`config.mk`:
```
export PLATFORM = sky130hd
export DESIGN_NAME = sorted_edges_to_csr_builder
export DESIGN_NICKNAME = d
export VERILOG_FILES = /design/src/rtl/core/csrb_pkg.sv /design/src/rtl/core/csrb_front.sv /design/src/rtl/core/csrb_fifo.sv /design/src/rtl/core/csrb_back.sv /design/src/rtl/core/sorted_edges_to_csr_builder.sv
export SDC_FILE = /design/constraint.sdc
export NUM_CORES = 1
export LEC_CHECK = 0
export ABC_AREA = 1
export BUFFER_PORTS_ARGS = -buffer_cell sky130_fd_sc_hd__clkbuf_2
export CORE_MARGIN = 2
export CORE_UTILIZATION = 55
export CTS_CLUSTER_DIAMETER = 150
export DETAILED_ROUTE_END_ITERATION = 12
export GPL_ROUTABILITY_DRIVEN = 0
export PLACE_DENSITY_LB_ADDON = 0.25
export SYNTH_ARGS = -nofsm -noshare
export SYNTH_HDL_FRONTEND = slang
export SYNTH_SLANG_ARGS = --single-unit
```
`constraint.sdc`:
```
create_clock -name clk -period 14.5 [get_ports clk]
set_clock_uncertainty 0.15 [all_clocks]
set_input_delay 2.175 -clock clk [delete_from_list [all_inputs] [get_ports clk]]
set_output_delay 2.175 -clock clk [all_outputs]
set_load 0.02 [all_outputs]
```
`src/rtl/core/csrb_pkg.sv`:
```
// Shared types and constants for the sorted edge list to CSR builder.
// Used by every module in rtl/core; depends on nothing.
`default_nettype none
package csrb_pkg;

	localparam int NODE_BITS  = 16;
	localparam int EDGE_BITS  = 20;
	localparam int ID_BITS    = 24;
	localparam int PTR_BITS   = 2;
	localparam int FIFO_DEPTH = 1 << PTR_BITS;
	localparam int REG_BITS   = 2;

	localparam logic OP_EDGE = 1'b0;
	localparam logic OP_END  = 1'b1;

	localparam logic [REG_BITS-1:0] REG_NODE_COUNT    = 2'd0;
	localparam logic [REG_BITS-1:0] REG_SOURCE_OFFSET = 2'd1;
	localparam logic [REG_BITS-1:0] REG_DEST_OFFSET   = 2'd2;

	typedef enum logic [1:0] {
		KIND_COLUMN = 2'd0,
		KIND_RANGE  = 2'd1,
		KIND_ERROR  = 2'd2
	} kind_t;

	typedef struct packed {
		logic [NODE_BITS-1:0] node_count;
		logic [ID_BITS-1:0]   source_offset;
		logic [ID_BITS-1:0]   dest_offset;
	} cfg_t;

	// One queue entry: an optional node range followed by an optional tail result
	typedef struct packed {
		logic                 has_range;
		logic [NODE_BITS-1:0] first_node;
		logic [NODE_BITS-1:0] last_node;
		logic [EDGE_BITS:0]   row_start;
		logic                 has_tail;
		kind_t                tail_kind;
		logic [EDGE_BITS-1:0] entry_index;
		logic [NODE_BITS-1:0] column;
	} work_t;

	typedef struct packed {
		kind_t                kind;
		logic [EDGE_BITS-1:0] entry_index;
		logic [NODE_BITS-1:0] column;
		logic [NODE_BITS-1:0] first_node;
		logic [NODE_BITS-1:0] last_node;
		logic [EDGE_BITS:0]   row_start;
		logic                 last_result;
	} result_t;

endpackage
`default_nettype wire

```
`src/rtl/core/csrb_front.sv`:
```
// Front end: relabels and checks each accepted item and tracks the row state.
// Depends on csrb_pkg.
`default_nettype none
module csrb_front (
	input  wire logic                            clk,
	input  wire logic                            arst_n,
	input  wire csrb_pkg::cfg_t                  cfg,
	input  wire logic                            accept,
	input  wire logic                            operation,
	input  wire logic [csrb_pkg::ID_BITS-1:0]    source_node,
	input  wire logic [csrb_pkg::ID_BITS-1:0]    dest_node,
	output csrb_pkg::work_t                      work
);

	logic [csrb_pkg::NODE_BITS-1:0] prev_source_q;
	logic [csrb_pkg::EDGE_BITS:0]   edges_seen_q;
	logic                           any_edge_q;

	logic [csrb_pkg::ID_BITS-1:0]   rel_src;
	logic [csrb_pkg::ID_BITS-1:0]   rel_dst;
	logic                           src_bad;
	logic                           dst_bad;
	logic                           unsorted;
	logic                           overflow;
	logic                           edge_err;
	logic [csrb_pkg::NODE_BITS-1:0] range_first;
	logic [csrb_pkg::EDGE_BITS:0]   range_start;

	assign rel_src  = source_node - cfg.source_offset;
	assign rel_dst  = dest_node - cfg.dest_offset;
	assign src_bad  = (source_node < cfg.source_offset)
		|| (rel_src >= csrb_pkg::ID_BITS'(cfg.node_count));
	assign dst_bad  = (dest_node < cfg.dest_offset)
		|| (|rel_dst[csrb_pkg::ID_BITS-1:csrb_pkg::NODE_BITS]);
	assign unsorted = any_edge_q && (rel_src[csrb_pkg::NODE_BITS-1:0] < prev_source_q);
	assign overflow = edges_seen_q[csrb_pkg::EDGE_BITS];
	assign edge_err = src_bad || dst_bad || unsorted || overflow;

	assign range_first = any_edge_q ? prev_source_q + 1'b1 : '0;
	assign range_start = any_edge_q ? edges_seen_q : '0;

	always_comb begin
		work = '0;
		if (operation == csrb_pkg::OP_END) begin
			work.has_range  = 1'b1;
			work.first_node = range_first;
			work.last_node  = cfg.node_count;
			work.row_start  = range_start;
			work.has_tail   = 1'b0;
			work.tail_kind  = csrb_pkg::KIND_COLUMN;
		end else if (edge_err) begin
			work.has_tail  = 1'b1;
			work.tail_kind = csrb_pkg::KIND_ERROR;
		end else begin
			work.has_range   = !any_edge_q
				|| (rel_src[csrb_pkg::NODE_BITS-1:0] != prev_source_q);
			work.first_node  = range_first;
			work.last_node   = rel_src[csrb_pkg::NODE_BITS-1:0];
			work.row_start   = range_start;
			work.has_tail    = 1'b1;
			work.tail_kind   = csrb_pkg::KIND_COLUMN;
			work.entry_index = edges_seen_q[csrb_pkg::EDGE_BITS-1:0];
			work.column      = rel_dst[csrb_pkg::NODE_BITS-1:0];
		end
	end

	always_ff @(posedge clk or negedge arst_n) begin
		if (!arst_n) begin
			prev_source_q <= '0;
			edges_seen_q  <= '0;
			any_edge_q    <= 1'b0;
		end else if (accept) begin
			if (operation == csrb_pkg::OP_END) begin
				prev_source_q <= '0;
				edges_seen_q  <= '0;
				any_edge_q    <= 1'b0;
			end else if (!edge_err) begin
				prev_source_q <= rel_src[csrb_pkg::NODE_BITS-1:0];
				edges_seen_q  <= edges_seen_q + 1'b1;
				any_edge_q    <= 1'b1;
			end
		end
	end

endmodule
`default_nettype wire

```
`src/rtl/core/csrb_fifo.sv`:
```
// Short queue of classified work between the front end and the back end.
// Depends on csrb_pkg.
`default_nettype none
module csrb_fifo (
	input  wire logic            clk,
	input  wire logic            arst_n,
	input  wire logic            wr_en,
	input  wire csrb_pkg::work_t wr_data,
	output logic                 full,
	input  wire logic            rd_en,
	output logic                 rd_valid,
	output csrb_pkg::work_t      rd_data
);

	csrb_pkg::work_t                 mem_q [csrb_pkg::FIFO_DEPTH];
	logic [csrb_pkg::PTR_BITS-1:0]   wr_ptr_q;
	logic [csrb_pkg::PTR_BITS-1:0]   rd_ptr_q;
	logic [csrb_pkg::PTR_BITS:0]     count_q;

	assign full     = (count_q == (csrb_pkg::PTR_BITS+1)'(csrb_pkg::FIFO_DEPTH));
	assign rd_valid = (count_q != '0);
	assign rd_data  = mem_q[rd_ptr_q];

	always_ff @(posedge clk) begin
		if (wr_en) begin
			mem_q[wr_ptr_q] <= wr_data;
		end
	end

	always_ff @(posedge clk or negedge arst_n) begin
		if (!arst_n) begin
			wr_ptr_q <= '0;
			rd_ptr_q <= '0;
			count_q  <= '0;
		end else begin
			if (wr_en) begin
				wr_ptr_q <= wr_ptr_q + 1'b1;
			end
			if (rd_en) begin
				rd_ptr_q <= rd_ptr_q + 1'b1;
			end
			unique case ({wr_en, rd_en})
				2'b10:   count_q <= count_q + 1'b1;
				2'b01:   count_q <= count_q - 1'b1;
				default: count_q <= count_q;
			endcase
		end
	end

endmodule
`default_nettype wire

```
`src/rtl/core/csrb_back.sv`:
```
// Back end: expands queued work into result transactions in an output register.
// Depends on csrb_pkg.
`default_nettype none
module csrb_back (
	input  wire logic            clk,
	input  wire logic            arst_n,
	input  wire logic            head_valid,
	input  wire csrb_pkg::work_t head,
	output logic                 head_take,
	input  wire logic            pop,
	output logic                 empty,
	output csrb_pkg::result_t    res
);

	logic              out_valid_q;
	logic              phase_q;
	csrb_pkg::result_t res_q;
	csrb_pkg::result_t next_res;
	logic              load;
	logic              emit_range;

	assign load       = head_valid && (!out_valid_q || pop);
	assign emit_range = head.has_range && !phase_q;
	assign head_take  = load && !(emit_range && head.has_tail);
	assign empty      = !out_valid_q;
	assign res        = res_q;

	always_comb begin
		next_res = '0;
		if (emit_range) begin
			next_res.kind        = csrb_pkg::KIND_RANGE;
			next_res.first_node  = head.first_node;
			next_res.last_node   = head.last_node;
			next_res.row_start   = head.row_start;
			next_res.last_result = !head.has_tail;
		end else begin
			next_res.kind        = head.tail_kind;
			next_res.entry_index = head.entry_index;
			next_res.column      = head.column;
			next_res.last_result = 1'b1;
		end
	end

	always_ff @(posedge clk) begin
		if (load) begin
			res_q <= next_res;
		end
	end

	always_ff @(posedge clk or negedge arst_n) begin
		if (!arst_n) begin
			out_valid_q <= 1'b0;
			phase_q     <= 1'b0;
		end else begin
			if (load) begin
				out_valid_q <= 1'b1;
				phase_q     <= emit_range && head.has_tail;
			end else if (pop) begin
				out_valid_q <= 1'b0;
			end
		end
	end

endmodule
`default_nettype wire

```
`src/rtl/core/sorted_edges_to_csr_builder.sv`:
```
// Top level of the sorted edge list to CSR builder: configuration registers,
// front end, work queue and back end. Depends on csrb_pkg, csrb_front,
// csrb_fifo and csrb_back.
//
// Input side is a queue write: an item (operation, source_node, dest_node)
// is taken at a clock edge with push high and full low. Results come out as a
// queue read: while empty is low the oldest result is on the result ports and
// it is taken at a clock edge with pop high. Configuration writes arrive on
// cfg_valid/cfg_ready with cfg_index and cfg_data; cfg_ready is always high.
// An accepted item is classified in the same cycle and written into the work
// queue; the back end loads it from the queue head into the output register
// whenever that register is empty or its result is being popped.
// An item yields one result (error, end range, or column entry) or two (node
// range, then column entry); the single output register holds one result at
// a time, so while pop stays high one-result items sustain one item per cycle,
// and a two-result item leaves the queue head only when its column entry is
// loaded. A four-entry work queue absorbs stalls on the result side; full
// rises once it and the output register are occupied.
// Reset clears the registers, the row state and the queue.
`default_nettype none
module sorted_edges_to_csr_builder (
	input  wire logic                              clk,
	input  wire logic                              arst_n,
	input  wire logic                              cfg_valid,
	output logic                                   cfg_ready,
	input  wire logic [csrb_pkg::REG_BITS-1:0]     cfg_index,
	input  wire logic [csrb_pkg::ID_BITS-1:0]      cfg_data,
	input  wire logic                              push,
	output logic                                   full,
	input  wire logic                              operation,
	input  wire logic [csrb_pkg::ID_BITS-1:0]      source_node,
	input  wire logic [csrb_pkg::ID_BITS-1:0]      dest_node,
	output logic                                   empty,
	input  wire logic                              pop,
	output logic [1:0]                             kind,
	output logic [csrb_pkg::EDGE_BITS-1:0]         entry_index,
	output logic [csrb_pkg::NODE_BITS-1:0]         column,
	output logic [csrb_pkg::NODE_BITS-1:0]         first_node,
	output logic [csrb_pkg::NODE_BITS-1:0]         last_node,
	output logic [csrb_pkg::EDGE_BITS:0]           row_start,
	output logic                                   last_result
);

	csrb_pkg::cfg_t    cfg_q;
	csrb_pkg::work_t   work;
	csrb_pkg::work_t   head;
	csrb_pkg::result_t res;
	logic              accept;
	logic              head_valid;
	logic              head_take;

	assign cfg_ready = 1'b1;
	assign accept    = push && !full;

	always_ff @(posedge clk or negedge arst_n) begin
		if (!arst_n) begin
			cfg_q <= '0;
		end else if (cfg_valid) begin
			unique case (cfg_index)
				csrb_pkg::REG_NODE_COUNT:
					cfg_q.node_count <= cfg_data[csrb_pkg::NODE_BITS-1:0];
				csrb_pkg::REG_SOURCE_OFFSET:
					cfg_q.source_offset <= cfg_data;
				csrb_pkg::REG_DEST_OFFSET:
					cfg_q.dest_offset <= cfg_data;
				default: cfg_q <= cfg_q;
			endcase
		end
	end

	csrb_front u_front (
		.clk         (clk),
		.arst_n      (arst_n),
		.cfg         (cfg_q),
		.accept      (accept),
		.operation   (operation),
		.source_node (source_node),
		.dest_node   (dest_node),
		.work        (work)
	);

	csrb_fifo u_fifo (
		.clk      (clk),
		.arst_n   (arst_n),
		.wr_en    (accept),
		.wr_data  (work),
		.full     (full),
		.rd_en    (head_take),
		.rd_valid (head_valid),
		.rd_data  (head)
	);

	csrb_back u_back (
		.clk        (clk),
		.arst_n     (arst_n),
		.head_valid (head_valid),
		.head       (head),
		.head_take  (head_take),
		.pop        (pop),
		.empty      (empty),
		.res        (res)
	);

	assign kind        = res.kind;
	assign entry_index = res.entry_index;
	assign column      = res.column;
	assign first_node  = res.first_node;
	assign last_node   = res.last_node;
	assign row_start   = res.row_start;
	assign last_result = res.last_result;

endmodule
`default_nettype wire

```
# Word level (Yosys, flattened, before mapping)

Memory sizes are Yosys's and may differ from the RTL's.
Cells that the tools add are included.

Eq/ne operators: 7
Reduce and logical (&&, ||, !) cells: 28
$add $sub $neg: 8
$lt $le $gt $ge: 4
Muxes and demuxes: 18

Operators by type and width:

| operator                | number |
|---|---|
| $mux W36                | 2 |
| $mux W21                | 3 |
| $mux W57                | 1 |
| $mux W54                | 1 |
| $lt A24 B24 Y1          | 2 |
| $mux W16                | 3 |
| $sub A24 B24 Y24        | 2 |
| $ge A24 B16 Y1          | 1 |
| $add A21 B1 Y21 const B | 1 |
| $add A16 B1 Y16 const B | 1 |
| $lt A16 B16 Y1          | 1 |
| $ne A16 B16 Y1          | 1 |
| $reduce_and A2 Y1       | 4 |
| $reduce_or A8 Y1        | 1 |
| $logic_or A1 B1 Y1      | 7 |
| $logic_and A1 B1 Y1     | 6 |
| $logic_not A1 Y1        | 6 |
| $mux W1                 | 6 |
| $pmux W3 S2             | 1 |
| $add A2 B1 Y2 const B   | 2 |
| $eq A2 B1 Y1 const B    | 2 |
| $eq A2 B2 Y1 const B    | 2 |
| $reduce_bool A2 Y1      | 2 |
| $add A3 B1 Y3 const B   | 1 |
| 6 further kinds         | 6 |

Memory bits (writable): 372
Output and inout bits: 95
Input port bits: 80
Register bits: 203
Logic and storage cells: 84
Memories kept: 1

Memories:

| memory       | depth | width | read ports | clocked after Yosys merged registers in | write ports | line            | text |
|---|---|---|---|---|---|---|---|
| u_fifo.mem_q | 4     | 93    | 1          | 0                                       | 1           | csrb_fifo.sv:15 | `csrb_pkg::work_t mem_q [csrb_pkg::FIFO_DEPTH];` |

# Longest topological paths before layout

Gate-level depths: netlist of run 1.

Depth after elaboration: 8
Gate-level depth with buffers: 29
Gate-level depth less buffers: 28

# By module

Synthesis of run 1 repeated with hierarchy kept, for this count alone.

Cell total of the unflattened synthesis: 3,007
Area total of the unflattened synthesis: 29,184.2 sq um

Modules (own cells, without submodules):

| module                      | sequential area each (sq um) | area each (sq um) | instances | cells each |
|---|---|---|---|---|
| csrb_fifo                   | 11,345.9                     | 15,542.4          | 1         | 1,134 |
| csrb_front                  | 950.9                        | 7,274.5           | 1         | 1,283 |
| csrb_back                   | 2,812.7                      | 3,731.1           | 1         | 301 |
| sorted_edges_to_csr_builder | 1,601.5                      | 2,636.3           | 1         | 289 |

# Least setup slack after synthesis of run 1

OpenSTA, ideal clock, no wires.

Kind: input to register
From: input port pop
To: register u_fifo.count_q[2] (netlist name)
Path slack: 5,788 ps
Buffers on the path: 0
Required time: 14,219 ps
Stages: 10
Data arrival time: 8,431 ps
Library setup time: 131 ps
Cell sequence: nor2_1 > a31oi_1 > nand2_1 > inv_1 > ha_1 > inv_1 > fa_1 > a21oi_1 > o21ai_0 > xor2_1

Cells in the longest elaborated chain, start to end: 5
Elaborated cells on any way between the ends: 7
Classes of those cells: eq/ne: 2; mux: 1; reduce/logical: 4

Ends and longest elaborated chain:

| item                                                     | line                              | text |
|---|---|---|
| start: declaration                                       | sorted_edges_to_csr_builder.sv:34 | `input wire logic pop,` |
| $logic_or A1 B1 Y1 (*)                                   | csrb_back.sv:22                   | `assign load = head_valid && (!out_valid_q \|\| pop);` |
| $logic_and A1 B1 Y1 (*)                                  | csrb_back.sv:22                   |  |
| net u_back.load                                          | csrb_back.sv:19                   | `logic load;` |
| $logic_and A1 B1 Y1 (*)                                  | csrb_back.sv:24                   | `assign head_take = load && !(emit_range && head.has_tail);` |
| net head_take                                            | sorted_edges_to_csr_builder.sv:50 | `logic head_take;` |
| $eq A2 B1 Y1 / $eq A2 B2 Y1 (equally long branches)      | csrb_fifo.sv:42                   | `unique case ({wr_en, rd_en})` |
| $pmux W3 S2 / $reduce_bool A2 Y1 (equally long branches) | -                                 |  |
| end signal: assignment                                   | csrb_fifo.sv:43                   | `2'b10: count_q <= count_q + 1'b1;` |
| end signal: assignment                                   | csrb_fifo.sv:44                   | `2'b01: count_q <= count_q - 1'b1;` |
| end signal: assignment                                   | csrb_fifo.sv:45                   | `default: count_q <= count_q;` |
| end: declaration                                         | csrb_fifo.sv:18                   | `logic [csrb_pkg::PTR_BITS:0] count_q;` |

Mark *: on every way through the listed nets, which the timed path passes. The rest lies on a longest branch.
A chain may end at the register's enable or synchronous reset.

==> impl_metrics.py, run 1 <==
metrics = {
    "timing": {
        "relSlewSlack_pct": 23.33,
        "worst-slew-pin-transition_ps": 1147,
        "timing.fmax_ghz": 0.1596,
        "slew_viol_final": 0,
        "setup_viol": 0,
        "post-route-period-util_pct": 43.20,
        "setup_tns_ps": 0,
        "hold_viol": 0,
        "grt_setup_unrepaired": "false",
        "post-route-min-period_ps": 6264,
    },
    "clock_tree": {
        "postCtsSetupRepairBufs": 0,
        "clock-sinks": 571,
        "cts_root_buf": "clkbuf_16",
        "clk_latency_ps": 640,
        "cts_resized": 0,
        "cts-buffers-inserted": 56,
        "h-tree-depth": 2,
        "clk_pin_slew_ps": 60,
        "cts_tree": "yes",
        "cts_max_path_buffers": 3,
        "ctsHoldBuffers": 0,
    },
    "floorplanning": {
        "die_y_um": 225.9,
        "coreArea_um2": 48750,
        "initial_core_util_pct": 55.58,
        "die-area_um2": 51050,
        "dieWidth_um": 225.9,
        "io_pins": 175,
        "rows": 81,
    },
    "min_path": {
        "whs_path_depth": 2,
        "hold_class": "flop to flop",
        "min_to": "u_front.edges_seen_q[10]$_DFFE_PN0P_",
        "hp-start": "u_front.edges_seen_q[10]$_DFFE_PN0P_",
    },
    "status": {
        "status": "completed",
    },
    "grt": {
        "grt_pass1_vias": 19430,
        "grt_usage_pct": 26.34,
        "grt_pass1_wl_um": 103300,
        "grt_max_degree": 111,
        "antenna_found_initial": 1,
        "grt_overflow": 0,
    },
    "layout": {
        "design_area_um2": 30400,
        "fin_util_pct": 62.36,
        "fin_nets": 3111,
        "synthToLayoutAreaGrowth_pct": 12.21,
        "n_antenna_cell": 0,
        "drive_above_1_share_pct": 10.37,
    },
    "worst_setup_path": {
        "slowest_stage": "nand2_4",
        "crit_top_cell": "nand2_1",
        "rr_startpoint": "cfg_q[36]$_DFFE_PN0P_",
        "r2r_setup_slack_ps": 9510,
        "startpoint_type": "input pin",
        "slowest_delay_ps": 470,
        "setup.worst_path.end_class": "flop",
        "reg2reg_depth": 24,
        "startpoint": "source_node[12]",
        "timing.rr.end": "u_fifo.mem_q[0][58]$_DFFE_PP_",
        "cp.arrival_ps": 6550,
        "worst-path-max-fanout": 41,
        "path_buf_inv": 4,
        "cp_top_family": "simple AND/OR/NAND/NOR gates",
        "criticalPathCategory": "input pin to flop",
        "crit_chain": "clkbuf_2 -> ha_1 -> nand2_1 -> inv_1 -> a21oi_1 -> nand2_1 -> a31o_2 -> xnor2_1 -> inv_1 -> ha_1 -> nand2_1 -> inv_1 -> nand3_1 -> nor2_1 -> nand2_1 -> a21oi_1 -> nand2_1 -> nor2_1 -> nand3_1 -> nor2_1 -> nand3_2 -> nand2_4 -> nand2_4 -> nor2_1",
        "crit_required_ps": 14780,
    },
    "detailed_routing": {
        "antenna_left": 0,
        "vias": 20130,
        "drc_errors": 0,
        "drt_wl_total_um": 66670,
        "wl_per_cell_um": 18.26,
        "drtIter0Drc": 1930,
        "vias_per_cell": 5.511,
        "first_pass_iters": 7,
    },
    "synth": {
        "synth_edf_count": 460,
        "synth_common_cells": "545 x nand2_1, 469 x nor2_1, 460 x edfxtp_1",
        "yosysUniqueCellTypes": 44,
        "ys_seq_elements": 571,
        "syn_avg_cell_area_um2": 9.690,
        "ys.warnings.count": 0,
        "syn_nets": 2966,
        "synth-seq-area-share_pct": 61.24,
        "synthCells": 2796,
        "yosys.area.top_type": "edfxtp_1",
        "synth-async-reset-ratio_pct": 19.44,
        "synth_top_area_share_pct": 50.98,
        "syn_area_um2": 27090,
        "ys.flop_type": "edfxtp_1",
        "synth.area.top_cells": "edfxtp_1 51%, dfrtp_1 10%, nand2_1 7.6%",
        "yosysMostFrequentCell": "nand2_1",
    },
    "power": {
        "p_per_area_nw_per_um2": 199.2,
        "power_leakage_nw": 13.16,
        "ir_worst_vdd_mv": 0.1347,
    },
    "placed_design": {
        "dpl_cell_area_um2": 28510,
        "post-dp-hpwl_um": 43760,
        "portBuffers": 173,
    },
    "flow_run": {
        "cap_violations": 0,
    },
}
-- registers in the layout (all words and copies together) (netlist names) --
register	cells
u_fifo.rd_ptr_q	2
u_front.prev_source_q	16
cfg_q	64
u_fifo.count_q	3
u_fifo.mem_q	368
u_front.any_edge_q	1
u_fifo.wr_ptr_q	2
u_back.out_valid_q	1
u_back.res	92
u_front.edges_seen_q	21
u_back.phase_q	1
-- how the worst max path moves through the flow --
stage | to | cells past startpoint
detailed placement | u_fifo.mem_q[2][12]$_DFFE_PP_ | 22
global route | u_fifo.mem_q[0][6]$_DFFE_PP_ | 22
global placement | u_fifo.mem_q[0][90]$_DFFE_PP_ | 24
finish | u_fifo.mem_q[0][58]$_DFFE_PP_ | 24
CTS | u_fifo.mem_q[1][12]$_DFFE_PP_ | 22
floorplan | u_fifo.count_q[2]$_DFFE_PN0P_ | 10
-- worst reg2reg max path: cells and delay by family, from the launching register on --
kind / cells / cell delay (ps)
and+or+nand+nor: 14 / 2390
adders and majority gates: 2 / 660
DFF: 1 / 350
buffers and inverters: 4 / 330
AOI/OAI and AO/OA: 3 / 670
xor gates and xnor gates: 1 / 250
-- area by class of cell --
cell class	count	area, um2
Clock buffer	71	1468
Clock inverter	34	426.7
Fill cell	3894	18350
Timing Repair Buffer	194	1026
Multi-Input combinational cell	1759	8701
Tap cell	664	830.8
Sequential cell	571	16600
Inverter	359	1353
-- per-layer routing --
metal  global-route usage (%)  part of all wire [%]
met3                    3.851                   7.0
met2                    45.32                    49
met4                    10.25                   3.6
met5                        0                 0.019
met1                    33.78                    40
-- through the flow --
step	setup slack (ps)	hold slack [ps]	cells	power (mW)
floorplan	5788	291.9	2796	3.921
global placement	7909	305.0	3547	4.536
detailed placement	7661	311.4	3547	4.601
CTS	8307	326.4	3652	6.085
global route	7968	360.4	3652	6.418
finish	8236	329.3	3652	6.056
-- cells in the final DEF (no fill, tap or decap), types with 39 or more instances in the layout --
cell / count
a21oi_1: 116
clkbuf_16: 56
clkbuf_2: 172
dfrtp_1: 109
edfxtp_1: 460
ha_1: 87
inv_1: 355
nand2_1: 544
nand3_1: 101
nor2_1: 464
o21ai_0: 256
xor2_1: 39
-- power breakdown --
group / total [mW] / internal (mW) / switching (mW)
clock: 1.48 / 0.863 / 0.620
sequential: 2.43 / 2.30 / 0.136
combinational: 2.14 / 0.590 / 1.55
total: 6.06 / 3.75 / 2.31
-- logic make-up (layout without fill, tap and decap cells) --
group,count (synthesis),after routing,share of synthesized area (%)
compound gates,427,427,8.193
other cells,1,1,0.01384
simple gates,1184,1184,17.62
xor+xnor,57,57,1.843
flops,571,571,61.24
buf+inv,466,658,6.853
fa+ha+maj,90,90,4.239
(Power assumes the default switching activity.)
==> inputs of run 2 (changes only) <==
Clock period 14.5 ns to 5.2 ns, I/O delays scaled along.
==> run 2 against run 1 <==
Effect of this change:
- clock-buffer cell count shrank 10
- register-to-register slack lost 8800 ps
- non-clock buffer count is 7 higher
- largest power group unchanged
- design area grew 0.65%
- sequential share of layout area is 0.35 points lower
- combinational power grew to 2.8 times the previous value
- sequential power grew to 2.8 times the previous value
- die area did not move
==> impl_metrics.py, run 2 (synthesis results as in run 1) <==
metrics = {
    "status": {
        "status": "completed",
    },
    "grt": {
        "grt_overflow": 0,
        "antenna_found_initial": 2,
        "grt_usage_pct": 26.49,
        "grt_pass1_wl_um": 104100,
        "grt_pass1_vias": 19680,
        "grt_max_degree": 102,
    },
    "clock_tree": {
        "clock-sinks": 571,
        "cts_resized": 0,
        "clk_latency_ps": 620,
        "cts_root_buf": "clkbuf_16",
        "h-tree-depth": 2,
        "cts_max_path_buffers": 3,
        "cts-buffers-inserted": 57,
        "clk_pin_slew_ps": 60,
        "postCtsSetupRepairBufs": 0,
        "ctsHoldBuffers": 0,
        "cts_tree": "yes",
    },
    "timing": {
        "setup_viol": 0,
        "post-route-period-util_pct": 87.05,
        "grt_setup_unrepaired": "false",
        "relSlewSlack_pct": 25.35,
        "worst-slew-pin-transition_ps": 1117,
        "hold_viol": 0,
        "timing.fmax_ghz": 0.2209,
        "slew_viol_final": 0,
        "post-route-min-period_ps": 4526,
        "setup_tns_ps": 0,
    },
    "worst_setup_path": {
        "slowest_delay_ps": 370,
        "criticalPathCategory": "flop to flop",
        "rr_startpoint": "cfg_q[36]$_DFFE_PN0P_",
        "crit_cells": 24,
        "cp_top_family": "simple AND/OR/NAND/NOR gates",
        "r2r_setup_slack_ps": 670,
        "timing.rr.end": "u_fifo.mem_q[1][88]$_DFFE_PP_",
        "crit_required_ps": 5460,
        "cp.arrival_ps": 4790,
        "startpoint_type": "flop",
        "slowest_stage": "nor2_1",
        "crit_top_cell": "nand2_1",
        "path_buf_inv": 4,
        "crit_chain": "inv_1 -> ha_1 -> nand2_1 -> inv_1 -> a21oi_1 -> nand2_1 -> a31o_2 -> xnor2_1 -> inv_1 -> ha_1 -> nand2_1 -> inv_1 -> nand3_1 -> nor2_1 -> nand2_1 -> a21oi_1 -> nand2_1 -> nor2_1 -> nand3_1 -> nor2_1 -> nand3_2 -> nand2_4 -> nand2_4 -> nor2_1",
        "setup.worst_path.end_class": "flop",
        "reg2reg_depth": 24,
        "worst-path-max-fanout": 36,
    },
    "layout": {
        "largest-register": "u_fifo.mem_q",
        "fin_util_pct": 62.77,
        "final_common_cell": "nand2_1",
        "synthToLayoutAreaGrowth_pct": 12.94,
        "largest_register_ffs": 368,
        "mostFrequentLayoutCells": "544 x nand2_1, 464 x nor2_1, 460 x edfxtp_1",
        "drive_above_1_share_pct": 10.88,
        "fin_nets": 3119,
    },
    "detailed_routing": {
        "drt_wl_total_um": 67150,
        "vias": 20260,
        "drc_errors": 0,
        "vias_per_cell": 5.533,
        "wl_per_cell_um": 18.34,
        "drtIter0Drc": 1979,
        "first_pass_iters": 8,
        "antenna_left": 0,
    },
    "floorplanning": {
        "dieWidth_um": 225.9,
        "initial_core_util_pct": 55.58,
        "coreArea_um2": 48750,
        "io_pins": 175,
        "die_y_um": 225.9,
        "rows": 81,
        "die-area_um2": 51050,
    },
    "placed_design": {
        "post-dp-hpwl_um": 44210,
        "portBuffers": 173,
    },
    "power": {
        "p_per_area_nw_per_um2": 560.8,
        "power_mw": 17.16,
        "power_leakage_nw": 13.27,
        "ir_worst_vdd_mv": 0.3966,
    },
    "flow_run": {
        "cap_violations": 0,
    },
    "min_path": {
        "hold_class": "input pin to asynchronous set/reset pin",
    },
}
run 2: cell types whose count changed in the layout (fill, tap and decap cells not counted), moves of 2 or more:
cell       previous run  this run
clkbuf_1             14         3
buf_4                22        26
clkinv_1              8        12
buf_12                0         3
bufinv_16             8        11
clkbuf_16            56        58
clkinv_16             2         0
clkinv_2             11        13
clkinv_4              1         3
run 2: layer usage:
metal  track usage (%)  routed length (um)  vias to the layer above
met5                 0                  18                        -
met4             10.28                2483                        2
met3             4.098                5119                      171
met2             43.86               32260                      900
met1             35.37               27270                     9628
li1                  -                   -                     9560
run 2: how the worst max path moves through the flow:
stage                           from                             to  slack (ps)
6_report       cfg_q[36]$_DFFE_PN0P_  u_fifo.mem_q[1][88]$_DFFE_PP_         670
5_1_grt        cfg_q[36]$_DFFE_PN0P_  u_fifo.mem_q[1][88]$_DFFE_PP_         270
4_1_cts        cfg_q[36]$_DFFE_PN0P_  u_fifo.mem_q[1][88]$_DFFE_PP_         700
3_5_place_dp         source_node[12]  u_fifo.mem_q[1][88]$_DFFE_PP_         210
3_3_place_gp         source_node[12]  u_fifo.mem_q[1][90]$_DFFE_PP_         450
2_1_floorplan                   push   u_fifo.mem_q[0][0]$_DFFE_PP_        -690
run 2: per-stage QoR:
step | area (um2) | setup WS (ps) | hold WS, ps | cells
after global routing | 30600 | 273.3 | 164.0 | 3661
after floorplan | 27100 | -686.1 | 291.9 | 2796
after global placement | 28590 | 446.8 | 308.6 | 3554
final | 30600 | 673.6 | 94.25 | 3662
after detailed placement | 28590 | 208.1 | 317.1 | 3554
after CTS | 30600 | 702.9 | 144.0 | 3661
run 2: where the power goes:
part	internal, mW	total (mW)	switching [mW]
combinational	1.68	5.95	4.27
sequential	6.40	6.84	0.440
clock	2.59	4.37	1.78
run 2: cell type report:
type | instances | area [um2]
well taps | 664 | 830.8
clock inverters | 46 | 544.3
inverters | 359 | 1350
flip-flops and latches | 571 | 16600
repair buffers | 201 | 1116
fillers | 3923 | 18150
diodes | 1 | 2.502
clock buffers | 61 | 1463
multi-input cells | 1759 | 8696
